$ cat src/rtl/core/pstbl_pkg.sv
package pstbl_pkg;

    localparam int TABLE_ENTRIES_DEF = 16;

    localparam int ID_W       = 32;
    localparam int TIME_W     = 32;
    localparam int TOK_W      = 4;
    localparam int PERIOD_W   = 16;
    localparam int CFG_DATA_W = 16;
    localparam int CFG_IDX_W  = 1;

    localparam logic [TOK_W-1:0]    BURST_RST  = 4'd6;
    localparam logic [PERIOD_W-1:0] PERIOD_RST = 16'd1000;

    // register indexes on the config port
    localparam logic [CFG_IDX_W-1:0] REG_BURST  = 1'b0;
    localparam logic [CFG_IDX_W-1:0] REG_PERIOD = 1'b1;

    // one table slot as stored in the ram
    typedef struct packed {
        logic [ID_W-1:0]   id;
        logic [TIME_W-1:0] base;
        logic [TOK_W-1:0]  tok;
    } entry_t;

    localparam int ENTRY_W = ID_W + TIME_W + TOK_W;

    function automatic int addr_w(input int depth);
        return (depth > 1) ? $clog2(depth) : 1;
    endfunction

endpackage

$ cat src/rtl/core/pstbl_pkt_if.sv
interface pstbl_pkt_if import pstbl_pkg::*; ();
    logic              valid;
    logic              ready;
    logic [ID_W-1:0]   source_node;
    logic [TIME_W-1:0] time_ms;

    modport source (output valid, output source_node, output time_ms, input ready);
    modport sink (input valid, input source_node, input time_ms, output ready);
endinterface

$ cat src/rtl/core/pstbl_res_if.sv
interface pstbl_res_if import pstbl_pkg::*; ();
    logic             valid;
    logic             ready;
    logic             limited;
    logic [TOK_W-1:0] tokens_left;

    modport source (output valid, output limited, output tokens_left, input ready);
    modport sink (input valid, input limited, input tokens_left, output ready);
endinterface

$ cat src/rtl/core/pstbl_ram.sv
module pstbl_ram import pstbl_pkg::*; #(
    parameter int WIDTH = ENTRY_W,
    parameter int DEPTH = TABLE_ENTRIES_DEF,
    localparam int AW   = addr_w(DEPTH)
) (
    input  logic             clk,
    input  logic             we,
    input  logic [AW-1:0]    waddr,
    input  logic [WIDTH-1:0] wdata,
    input  logic             re,
    input  logic [AW-1:0]    raddr,
    output logic [WIDTH-1:0] rdata
);

    logic [WIDTH-1:0] mem [DEPTH];

    always_ff @(posedge clk)
    begin
        if (we)
        begin
            mem[waddr] <= wdata;
        end
        if (re)
        begin
            rdata <= mem[raddr];
        end
    end

endmodule

$ cat src/rtl/core/per_source_token_bucket_limiter_unit.sv
// per-source token bucket limiter
//
// pkt channel: one beat per received packet (source_node, time_ms in ms).
// res channel: one beat per packet, limited = drop it, tokens_left = tokens
// the source holds afterwards.
// cfg port: cfg_wr_en/cfg_idx/cfg_data, index 0 = burst_tokens,
// index 1 = refill_period_ms; write only while the block is idle.
//
// one packet at a time: pkt.ready is high only in idle. a packet walks the
// slot table one ram read per cycle, then a last compare step and a decide
// step; a miss goes straight to write-back, while a hit runs a restoring divider
// that makes one quotient bit per cycle to get the whole refill periods
// elapsed, then an apply step for the refill, then the write-back. the result
// beat is registered with the write-back, which waits until the output
// register is free; the next packet is taken once the block is back in idle.
//
// reset clears the per-slot valid flags, so every slot reads as empty
// (id 0, base 0, no tokens) with no clearing pass; config goes to defaults.
// res has an output register: a new packet is accepted while a result beat
// waits, and the block holds its write-back until the receiver takes it.
module per_source_token_bucket_limiter_unit import pstbl_pkg::*; #(
    parameter int TABLE_ENTRIES = TABLE_ENTRIES_DEF
) (
    input  logic                  clk,
    input  logic                  rst_n,
    pstbl_pkt_if.sink             pkt,
    pstbl_res_if.source           res,
    input  logic                  cfg_wr_en,
    input  logic [CFG_IDX_W-1:0]  cfg_idx,
    input  logic [CFG_DATA_W-1:0] cfg_data
);

    localparam int AW    = addr_w(TABLE_ENTRIES);
    localparam int CNT_W = $clog2(TIME_W);

    typedef enum logic [6:0] {
        S_IDLE   = 7'b0000001,
        S_SCAN   = 7'b0000010,
        S_LAST   = 7'b0000100,
        S_DECIDE = 7'b0001000,
        S_DIV    = 7'b0010000,
        S_APPLY  = 7'b0100000,
        S_DONE   = 7'b1000000
    } state_t;

    state_t state_reg, state_next;

    // config
    logic [TOK_W-1:0]    burst_reg;
    logic [PERIOD_W-1:0] period_reg;

    // packet under work
    logic [ID_W-1:0]   src_reg;
    logic [TIME_W-1:0] now_reg;

    // table walk
    logic [AW-1:0]            scan_reg;
    logic                     cmp_vld_reg;
    logic [AW-1:0]            cmp_idx_reg;
    logic                     cmp_ent_vld_reg;
    logic [TABLE_ENTRIES-1:0] valid_bits_reg;

    logic              hit_reg;
    logic [AW-1:0]     hit_idx_reg;
    logic [TIME_W-1:0] hit_base_reg;
    logic [TOK_W-1:0]  hit_tok_reg;
    logic              empty_reg;
    logic [AW-1:0]     empty_idx_reg;
    logic [TIME_W-1:0] min_base_reg;
    logic [AW-1:0]     min_idx_reg;

    // divider
    logic [TIME_W-1:0]   quot_reg;
    logic [PERIOD_W-1:0] rem_reg;
    logic [CNT_W-1:0]    div_cnt_reg;

    // write-back and result
    logic [AW-1:0]     slot_reg;
    logic [TIME_W-1:0] new_base_reg;
    logic [TOK_W-1:0]  new_tok_reg;
    logic              new_lim_reg;
    logic              res_valid_reg;
    logic              res_limited_reg;
    logic [TOK_W-1:0]  res_tok_reg;

    // ram
    logic               ram_we;
    logic               ram_re;
    logic [ENTRY_W-1:0] ram_wdata;
    logic [ENTRY_W-1:0] ram_rdata;
    entry_t             rd_entry;
    entry_t             wr_entry;

    logic pkt_fire;
    logic out_free;

    logic id_match;
    logic id_empty;
    logic base_older;

    logic [PERIOD_W-1:0] period_eff;
    logic [PERIOD_W:0]   div_trial;
    logic                div_ge;
    logic [PERIOD_W:0]   div_diff;

    logic             gain_big;
    logic [TOK_W:0]   tok_sum;
    logic [TOK_W-1:0] tok_refill;
    logic [TOK_W-1:0] tok_after;
    logic [TIME_W-1:0] base_after;

    assign pkt_fire  = pkt.valid && pkt.ready;
    assign out_free  = !res_valid_reg || res.ready;
    assign pkt.ready = (state_reg == S_IDLE);

    assign res.valid       = res_valid_reg;
    assign res.limited     = res_limited_reg;
    assign res.tokens_left = res_tok_reg;

    // a slot never written reads as empty
    assign rd_entry   = cmp_ent_vld_reg ? entry_t'(ram_rdata) : '0;
    assign id_match   = (rd_entry.id == src_reg);
    assign id_empty   = (rd_entry.id == '0);
    assign base_older = (rd_entry.base < min_base_reg);

    // a zero period counts as one ms
    assign period_eff = (period_reg == '0) ? {{(PERIOD_W-1){1'b0}}, 1'b1} : period_reg;
    assign div_trial  = {rem_reg, quot_reg[TIME_W-1]};
    assign div_ge     = (div_trial >= {1'b0, period_eff});
    assign div_diff   = div_trial - {1'b0, period_eff};

    // refill: gained = quot, remainder says how far now is past the new base
    assign gain_big   = |quot_reg[TIME_W-1:TOK_W];
    assign tok_sum    = {1'b0, hit_tok_reg} + {1'b0, quot_reg[TOK_W-1:0]};
    assign tok_refill = (gain_big || (tok_sum > {1'b0, burst_reg})) ?
                        burst_reg : tok_sum[TOK_W-1:0];
    assign tok_after  = (quot_reg != '0) ? tok_refill : hit_tok_reg;
    assign base_after = (quot_reg != '0) ?
                        (now_reg - {{(TIME_W-PERIOD_W){1'b0}}, rem_reg}) : hit_base_reg;

    assign ram_re = (state_reg == S_SCAN);
    assign ram_we = (state_reg == S_DONE) && out_free;

    always_comb
    begin
        wr_entry.id   = src_reg;
        wr_entry.base = new_base_reg;
        wr_entry.tok  = new_tok_reg;
    end
    assign ram_wdata = wr_entry;

    pstbl_ram #(
        .WIDTH (ENTRY_W),
        .DEPTH (TABLE_ENTRIES)
    ) u_table (
        .clk   (clk),
        .we    (ram_we),
        .waddr (slot_reg),
        .wdata (ram_wdata),
        .re    (ram_re),
        .raddr (scan_reg),
        .rdata (ram_rdata)
    );

    always_comb
    begin
        state_next = state_reg;
        case (state_reg)
            S_IDLE:
            begin
                if (pkt_fire)
                begin
                    state_next = S_SCAN;
                end
            end
            S_SCAN:
            begin
                if (scan_reg == AW'(TABLE_ENTRIES - 1))
                begin
                    state_next = S_LAST;
                end
            end
            S_LAST:
            begin
                state_next = S_DECIDE;
            end
            S_DECIDE:
            begin
                state_next = hit_reg ? S_DIV : S_DONE;
            end
            S_DIV:
            begin
                if (div_cnt_reg == CNT_W'(TIME_W - 1))
                begin
                    state_next = S_APPLY;
                end
            end
            S_APPLY:
            begin
                state_next = S_DONE;
            end
            S_DONE:
            begin
                if (out_free)
                begin
                    state_next = S_IDLE;
                end
            end
            default:
            begin
                state_next = S_IDLE;
            end
        endcase
    end

    // control state
    always_ff @(posedge clk or negedge rst_n)
    begin
        if (!rst_n)
        begin
            state_reg      <= S_IDLE;
            burst_reg      <= BURST_RST;
            period_reg     <= PERIOD_RST;
            valid_bits_reg <= '0;
            res_valid_reg  <= 1'b0;
            cmp_vld_reg    <= 1'b0;
            hit_reg        <= 1'b0;
            empty_reg      <= 1'b0;
            scan_reg       <= '0;
            div_cnt_reg    <= '0;
        end
        else
        begin
            state_reg <= state_next;

            if (cfg_wr_en)
            begin
                case (cfg_idx)
                    REG_BURST:  burst_reg  <= cfg_data[TOK_W-1:0];
                    REG_PERIOD: period_reg <= cfg_data[PERIOD_W-1:0];
                    default:    ;
                endcase
            end

            if (pkt_fire)
            begin
                scan_reg    <= '0;
                cmp_vld_reg <= 1'b0;
                hit_reg     <= 1'b0;
                empty_reg   <= 1'b0;
            end

            if (state_reg == S_SCAN)
            begin
                cmp_vld_reg <= 1'b1;
                if (scan_reg != AW'(TABLE_ENTRIES - 1))
                begin
                    scan_reg <= scan_reg + AW'(1);
                end
            end

            if (state_reg == S_LAST)
            begin
                cmp_vld_reg <= 1'b0;
            end

            // first match is the hit, first empty slot is the claim target
            if (cmp_vld_reg)
            begin
                if (id_match && !hit_reg)
                begin
                    hit_reg <= 1'b1;
                end
                if (id_empty && !empty_reg)
                begin
                    empty_reg <= 1'b1;
                end
            end

            if (state_reg == S_DECIDE)
            begin
                div_cnt_reg <= '0;
            end
            else if (state_reg == S_DIV)
            begin
                div_cnt_reg <= div_cnt_reg + CNT_W'(1);
            end

            if (ram_we)
            begin
                valid_bits_reg[slot_reg] <= 1'b1;
                res_valid_reg            <= 1'b1;
            end
            else if (res.ready)
            begin
                res_valid_reg <= 1'b0;
            end
        end
    end

    // datapath
    always_ff @(posedge clk)
    begin
        if (pkt_fire)
        begin
            src_reg      <= pkt.source_node;
            now_reg      <= pkt.time_ms;
            min_base_reg <= '1;
            min_idx_reg  <= '0;
        end

        if (state_reg == S_SCAN)
        begin
            cmp_idx_reg     <= scan_reg;
            cmp_ent_vld_reg <= valid_bits_reg[scan_reg];
        end

        if (cmp_vld_reg)
        begin
            if (id_match && !hit_reg)
            begin
                hit_idx_reg  <= cmp_idx_reg;
                hit_base_reg <= rd_entry.base;
                hit_tok_reg  <= rd_entry.tok;
            end
            if (id_empty && !empty_reg)
            begin
                empty_idx_reg <= cmp_idx_reg;
            end
            if (base_older)
            begin
                min_base_reg <= rd_entry.base;
                min_idx_reg  <= cmp_idx_reg;
            end
        end

        case (state_reg)
            S_DECIDE:
            begin
                if (hit_reg)
                begin
                    slot_reg <= hit_idx_reg;
                    quot_reg <= now_reg - hit_base_reg;
                    rem_reg  <= '0;
                end
                else
                begin
                    slot_reg     <= empty_reg ? empty_idx_reg : min_idx_reg;
                    new_base_reg <= now_reg;
                    new_tok_reg  <= (burst_reg == '0) ? '0 : (burst_reg - TOK_W'(1));
                    new_lim_reg  <= 1'b0;
                end
            end
            S_DIV:
            begin
                quot_reg <= {quot_reg[TIME_W-2:0], div_ge};
                rem_reg  <= div_ge ? div_diff[PERIOD_W-1:0] : div_trial[PERIOD_W-1:0];
            end
            S_APPLY:
            begin
                new_base_reg <= base_after;
                new_lim_reg  <= (tok_after == '0);
                new_tok_reg  <= (tok_after == '0) ? '0 : (tok_after - TOK_W'(1));
            end
            default:
            begin
            end
        endcase

        if (ram_we)
        begin
            res_limited_reg <= new_lim_reg;
            res_tok_reg     <= new_tok_reg;
        end
    end

`ifndef SYNTH
    a_accept_starts_walk: assert property (@(posedge clk) disable iff (!rst_n)
        pkt_fire |=> (state_reg == S_SCAN))
        else $error("accepted packet did not start the table walk");

    a_limited_has_no_tokens: assert property (@(posedge clk) disable iff (!rst_n)
        (res.valid && res.limited) |-> (res.tokens_left == '0))
        else $error("limited packet reports tokens left");

    a_writeback_gives_result: assert property (@(posedge clk) disable iff (!rst_n)
        ram_we |=> res.valid)
        else $error("table write-back without a result beat");

    a_no_accept_while_busy: assert property (@(posedge clk) disable iff (!rst_n)
        (state_reg == S_DIV) |-> !pkt.ready)
        else $error("packet taken while divider is running");
`endif

endmodule
$ cat src/flat_wrapper.sv
// flat-port wrapper written by rule: the top's interface ports become plain ports
module per_source_token_bucket_limiter_unit_flat import pstbl_pkg::*;
#(
    parameter int TABLE_ENTRIES = TABLE_ENTRIES_DEF
)
  (clk, rst_n, cfg_wr_en, cfg_idx, cfg_data, pkt_valid, pkt_source_node, pkt_time_ms, pkt_ready, res_valid, res_limited, res_tokens_left, res_ready);
  pstbl_pkt_if pkt_i ();
  pstbl_res_if res_i ();
  input  logic clk;
  input  logic rst_n;
  input  logic cfg_wr_en;
  input  logic [CFG_IDX_W-1:0] cfg_idx;
  input  logic [CFG_DATA_W-1:0] cfg_data;
  input wire logic [$bits(pkt_i.valid)-1:0] pkt_valid;
  input wire logic [$bits(pkt_i.source_node)-1:0] pkt_source_node;
  input wire logic [$bits(pkt_i.time_ms)-1:0] pkt_time_ms;
  output wire logic [$bits(pkt_i.ready)-1:0] pkt_ready;
  output wire logic [$bits(res_i.valid)-1:0] res_valid;
  output wire logic [$bits(res_i.limited)-1:0] res_limited;
  output wire logic [$bits(res_i.tokens_left)-1:0] res_tokens_left;
  input wire logic [$bits(res_i.ready)-1:0] res_ready;
  assign pkt_i.valid = pkt_valid;
  assign pkt_i.source_node = pkt_source_node;
  assign pkt_i.time_ms = pkt_time_ms;
  assign pkt_ready = pkt_i.ready;
  assign res_valid = res_i.valid;
  assign res_limited = res_i.limited;
  assign res_tokens_left = res_i.tokens_left;
  assign res_i.ready = res_ready;
  per_source_token_bucket_limiter_unit #(.TABLE_ENTRIES(TABLE_ENTRIES)) u_core (.clk(clk), .rst_n(rst_n), .pkt(pkt_i), .res(res_i), .cfg_wr_en(cfg_wr_en), .cfg_idx(cfg_idx), .cfg_data(cfg_data));
endmodule
$ cat config.mk
export PLATFORM = sky130hd
export DESIGN_NAME = per_source_token_bucket_limiter_unit_flat
export DESIGN_NICKNAME = d
export VERILOG_FILES = /design/src/rtl/core/pstbl_pkg.sv /design/src/rtl/core/pstbl_pkt_if.sv /design/src/rtl/core/pstbl_res_if.sv /design/src/rtl/core/pstbl_ram.sv /design/src/rtl/core/per_source_token_bucket_limiter_unit.sv /design/src/flat_wrapper.sv
export SDC_FILE = /design/constraint.sdc
export NUM_CORES = 2
export LEC_CHECK = 0
export BUFFER_PORTS_ARGS = -buffer_cell sky130_fd_sc_hd__buf_2
export CORE_UTILIZATION = 57
export DETAILED_ROUTE_END_ITERATION = 10
export HOLD_SLACK_MARGIN = 0.15
export PLACE_DENSITY_LB_ADDON = 0.3
export SLEW_MARGIN = 25
export SYNTH_ARGS = -nofsm -noshare
export SYNTH_HDL_FRONTEND = slang
export SYNTH_SLANG_ARGS = --single-unit
$ cat constraint.sdc
create_clock -name clk -period 6.64 [get_ports clk]
set_clock_uncertainty 0.2 [all_clocks]
set_input_delay 0.996 -clock clk [delete_from_list [all_inputs] [get_ports clk]]
set_output_delay 0.996 -clock clk [all_outputs]
set_load 0.02 [all_outputs]
Word-level counts from Yosys, hierarchy flattened
Memory sizes are Yosys's and may differ from the RTL's. A register that Yosys moved wholly into a read port is not among the register bits.
Cells that the tools add are included.
Widths: inputs -> output; s select.
Word-level totals
  register bits after elaboration: 299
  memory bits (writable): 1088
  bits of input ports: 86
  output and inout port bits: 7
  word-level logic and storage cells: 143
  memories: 1
Memories
  u_core.u_table.mem: depth 16, width 68, read ports 1, clocked after memory_dff 1, wr ports 1, line pstbl_ram.sv:15  | logic [WIDTH-1:0] mem [DEPTH];
Operators by class
  $add $sub $neg: 8
  order comparisons: 6
  equal/unequal tests: 17
  mux-type cells: 54
  bitwise gates (word level): 2
  reductions and logical operators: 27
Operators with widths (number)
  $mux 32: 6
  $pmux 32 s2: 2
  $mux 68: 1
  $mux 4: 13
  $pmux 7 s7: 1
  $mux 16: 3
  $mux 7: 5
  $eq 32x32->1: 1
  $logic_not 32->1: 1
  $lt 32x32->1: 1
  $pmux 16 s2: 1
  $reduce_bool 32->1: 1
  $sub 32x16->32: 1
  $sub 32x32->32: 1
  $reduce_or 28->1: 1
  $ge 17x16->1: 1
  $logic_not 16->1: 1
  $mux 1: 16
  $or 16x16->16: 1
  $sub 16x16->16: 1
  $reduce_and 2->1: 6
  $lt 4x5->1 const B: 2
  $mux 5: 2
  $logic_not 4->1: 2
  other kinds (29): 43

Logic depth before layout (Yosys ltp)
  word-level depth: 8
  gate-level depth with buffers: 17
  mapped depth without buffers: 13

By module
From an unflattened synthesis, not the netlist that was laid out.
Second synthesis, totals
  cell total of the unflattened synthesis: 3631
  area, all modules: 60956.0 um2
By module, submodules not included
  pstbl_ram: times used 1, cells each 1750, area each 42663.4 um2, sequential area each 34713.3 um2
  per_source_token_bucket_limiter_unit: times used 1, cells each 1881, area each 18292.5 um2, sequential area each 8349.3 um2

Worst setup path after synthesis
No wires, ideal clock.
  kind: in2reg
  start point: input res_ready
  end point: register u_core.valid_bits_reg[0]
  library setup time: 0.094 ns
  arrival time: 7.243 ns
  data required time: 6.346 ns
  slack: -0.897 ns
  stages on the path: 5
  buffers on the path: 0
  cells stage by stage: nand2b_1 nor2b_1 or3b_2 nor3_1 or2_2
Between the ends
  word-level cells in the longest chain between the ends: 2
RTL lines
  from (decl): line flat_wrapper.sv:21  | input wire logic [$bits(res_i.ready)-1:0] res_ready;
  $logic_or 1x1->1: line per_source_token_bucket_limiter_unit.sv:113  | assign out_free = !res_valid_reg || res.ready;
  $logic_and 1x1->1: line per_source_token_bucket_limiter_unit.sv:142  | assign ram_we = (state_reg == S_DONE) && out_free;
  named net u_core.ram_we: line per_source_token_bucket_limiter_unit.sv:87  | logic ram_we;
  to (signal assigned): line per_source_token_bucket_limiter_unit.sv:224  | valid_bits_reg <= '0;
  to (signal, indexed assignment): line per_source_token_bucket_limiter_unit.sv:291  | valid_bits_reg[slot_reg] <= 1'b1;
  to (decl): line per_source_token_bucket_limiter_unit.sv:61  | logic [TABLE_ENTRIES-1:0] valid_bits_reg;
The timed path passes the listed nets, and every way through them passes these cells.
A chain may end at the register's enable or synchronous reset.

Final worst setup path
  start point: register u_core.state_reg[3]
  end point: memory u_core.u_table.mem[13][39] (netlist name), enable pin
Between the ends
  word-level cells in the longest chain between the ends: 4
RTL lines
  from (decl): line per_source_token_bucket_limiter_unit.sv:46  | state_t state_reg, state_next;
  from (signal assigned): line per_source_token_bucket_limiter_unit.sv:234  | state_reg <= state_next;
  $eq 7x7->1: line per_source_token_bucket_limiter_unit.sv:142
  $logic_and 1x1->1: line per_source_token_bucket_limiter_unit.sv:142
  named net u_core.ram_we: line per_source_token_bucket_limiter_unit.sv:87
  $mux 1: line pstbl_ram.sv:19  | if (we)
  $mux 1 (not written as such): line pstbl_ram.sv:21  | mem[waddr] <= wdata;
  to (decl): line pstbl_ram.sv:15
The timed path passes the listed nets, and every way through them passes these cells.

==> qor.txt <==
1st-iter DRT viols: 3672
Dominant cell type by area after synthesis: edfxtp_1
Crit path top cell by count: nand3_1
Buf/Inv on CP: 1
Initial Util: 0.578
GR Layer Usage met1: 0.358
Post-synth top flop: edfxtp_1
Max incr delay on CP: 0.86 ns
Largest net degree at the start of global routing: 126
Final WL: 135 mm
Fmax: 232 MHz
Final number of hold-violating endpoints: 0
DP Area: 62500 sq um
Most frequent cells in the layout: 1363 x edfxtp_1, 345 x mux4_2, 163 x inv_1, 154 x nand2_1, 147 x clkbuf_16
CP cell instances: nor4_1, nand3_1, nor2b_1, nand3_1, nor2_4, buf_4
N_diodes: 0
Met3 Track Usage GR: 0.0418
Fin cells: 4968
Clock Tree Buf Depth: 3
Die Area: 107000 sq um
Syn Inst Count: 3297
Top-Level Pins: 93
Inst Count DP: 4694
Initial antenna violation count: 3
FP Rows: 118
PostCTS Resize Cnt: 0
Worst vdd ir: 0.000324 V
P&R area growth vs syn: 12.3%
Max reg flops: 1088
Nets: 3665
Port Buffers: 92
DR vias: 32000
Minimum clock period: 4.31 ns
Worst Path Max Fanout: 29
Fin Setup TNS: 0 ns
Syn nets: 3492
Utilization after layout: 0.649
Clk slew on worst S/H paths: 0.06 ns
Critical Path AT: 4.49 ns
Max Cap Viol: 0
Ratio of cells with drive above 1 in the final layout: 0.222
Gpl congestion: 0.958
Cts bufs inserted: 147
PD cells: 349 nW/um^2
Top Registers: u_core.u_table.mem (1088), u_core.u_table.rdata (68)
Period utilization: 0.649
Unique masters post-synth: 87
Ys Warns: 0
Critical Path End Type: register
Worst slew pin tran: 1.06 ns
Number of global-route vias before repair: 32700
Avg Cell Area, Syn: 18.2 sq um
# DRC: 0
Via-to-Cell Ratio: 6.43
Met2 Track Usage GR: 0.423
EDFF count, synth: 1363
Worst-Skew Late Latency: 0.77 ns
Final max-slew violation count: 0
Hold crit path type: in2reg
Critical-path top delay cell: nor2_4
Avg WL per Cell: 27.2 microns
Static Leak: 22.4 nW
Slew HR: 0.286
First-pass GRT wire length: 203 mm
Core area: 104000 sq um
Critical path launch point type: register
TritonCTS clock tree: done
Top delay family on crit path: simple AND/OR/NAND/NOR gates
Initial DRT Pass Iterations: 8
Status: finished clean
Die width: 327 microns
RSZ-0062 raised after global routing: no
GRT Overall Usage: 0.257
Pre-CTS setup slack: 2.09 ns
Synth top area share: 0.682
Area contributors post-synth: edfxtp_1 68%, mux4_2 13%, ha_1 2.2%
HPWL Detailed: 79.1 mm
Critical path data required time: 6.83 ns
Synthesized area: 60000 sq um
Setup ws final: 2.33 ns
Post-CTS setup buffer count: 0
Final ANT Viol Nets: 0
GRT busiest layer: met2
Die height: 327 microns
Root Driver: clkbuf_16
Most common cell after layout, fill and taps aside: edfxtp_1
Grt ovf: 0
FFs w/ async S/R, synth: 0.0385
H-tree level count: 4
Final setup viols: 0
Post-synthesis sequential area ratio: 0.717
# clock sinks: 1455
Critical path class: reg2reg
Yosys reg bits: 1455
Final Cell Area: 67400 sq um
Largest Register: u_core.u_table.mem
[path summary, 6_finish.rpt]
path	from	to	slack, ns	cells past startpoint
max	u_core.state_reg[3]$_DFFE_PN0P_	u_core.u_table.mem[13][39]$_DFFE_PP_	2.33	6
min	pkt_source_node[15]	u_core.src_reg[15]$_DFFE_PP_	0.20	1
max reg2reg	u_core.state_reg[3]$_DFFE_PN0P_	u_core.u_table.mem[13][39]$_DFFE_PP_	2.33	6
min reg2reg	u_core.new_lim_reg$_SDFFCE_PN0P_	u_core.res.limited$_DFFE_PP_	0.24	0
max in group asynchronous	rst_n	u_core.scan_reg[1]$_DFF_PN0_	5.43	2
min in group asynchronous	rst_n	u_core.period_reg[10]$_DFFE_PN0P_	0.21	2
[stage by stage]
step                      hold WS, ns  power, mW
after detailed placement        0.232       15.5
after global routing            0.164       24.4
after CTS                       0.153       23.7
final                           0.201       23.6
after floorplan                 0.200       14.3
after global placement          0.208       15.3
[where the power goes]
part	switching (mW)	leakage [nW]	internal, mW
Combinational	2.08	6.73	1.98
Sequential	0.575	13.3	10.7
Clock	3.53	2.35	4.68
[cells by family after synthesis]
group,Yosys count,synth area share
fa+ha+maj,109,0.0232
buf+inv,296,0.0197
simple gates,543,0.0446
mux,409,0.140
xor+xnor,53,0.00773
flops,1455,0.717
compound gates,432,0.0470
[synth_stat cells (8+ instances only)]
cell type	instances
xnor2_1	36
o31ai_1	19
o211ai_1	9
or3_1	8
and2_1	8
nand2_1	155
a21oi_1	101
mux4_2	345
a31oi_1	18
and3_1	10
nand4_1	10
nor2_1	128
nand2b_1	13
o21a_1	26
nor2b_1	18
buf_1	32
nand3b_1	16
dfrtp_1	47
edfxtp_1	1363
o21ai_0	113
nor4_1	33
ha_1	105
xor2_1	17
or2_2	19
a21o_1	32
nand3_1	53
dfxtp_1	36
inv_1	164
dfstp_2	9
a211oi_1	24
mux2i_1	45
mux2_2	19
clkbuf_1	85
o31a_1	13
nor3_1	40
[cell type report]
class	instances	area, sq um
flip-flops and latches	1455	43100
fillers	6813	36500
multi-input cells	1546	16000
clock buffers	176	3830
well taps	1380	1730
repair buffers	155	1170
clock inverters	91	1020
inverters	165	623
[per-layer routing]
layer	up-vias	share of wire
li1	13600	-
met1	16500	0.40
met2	1620	0.50
met3	241	0.078
met4	2	0.023
met5	-	0.000096
[repair_timing]
action / in CTS / in global routing
hold endpoints to repair: 4 / 0
setup endpoints to repair: 0 / 0
hold buffers: 4 / 0
[worst reg2reg max path, cell delays in order (launching register included)]
cell and delay, ns:
dfrtp_1 0.43, nor4_1 0.36, nand3_1 0.20, nor2b_1 0.80, nand3_1 0.53, nor2_4 0.86, buf_4 0.55
Power figures use the tool's default switching activity.
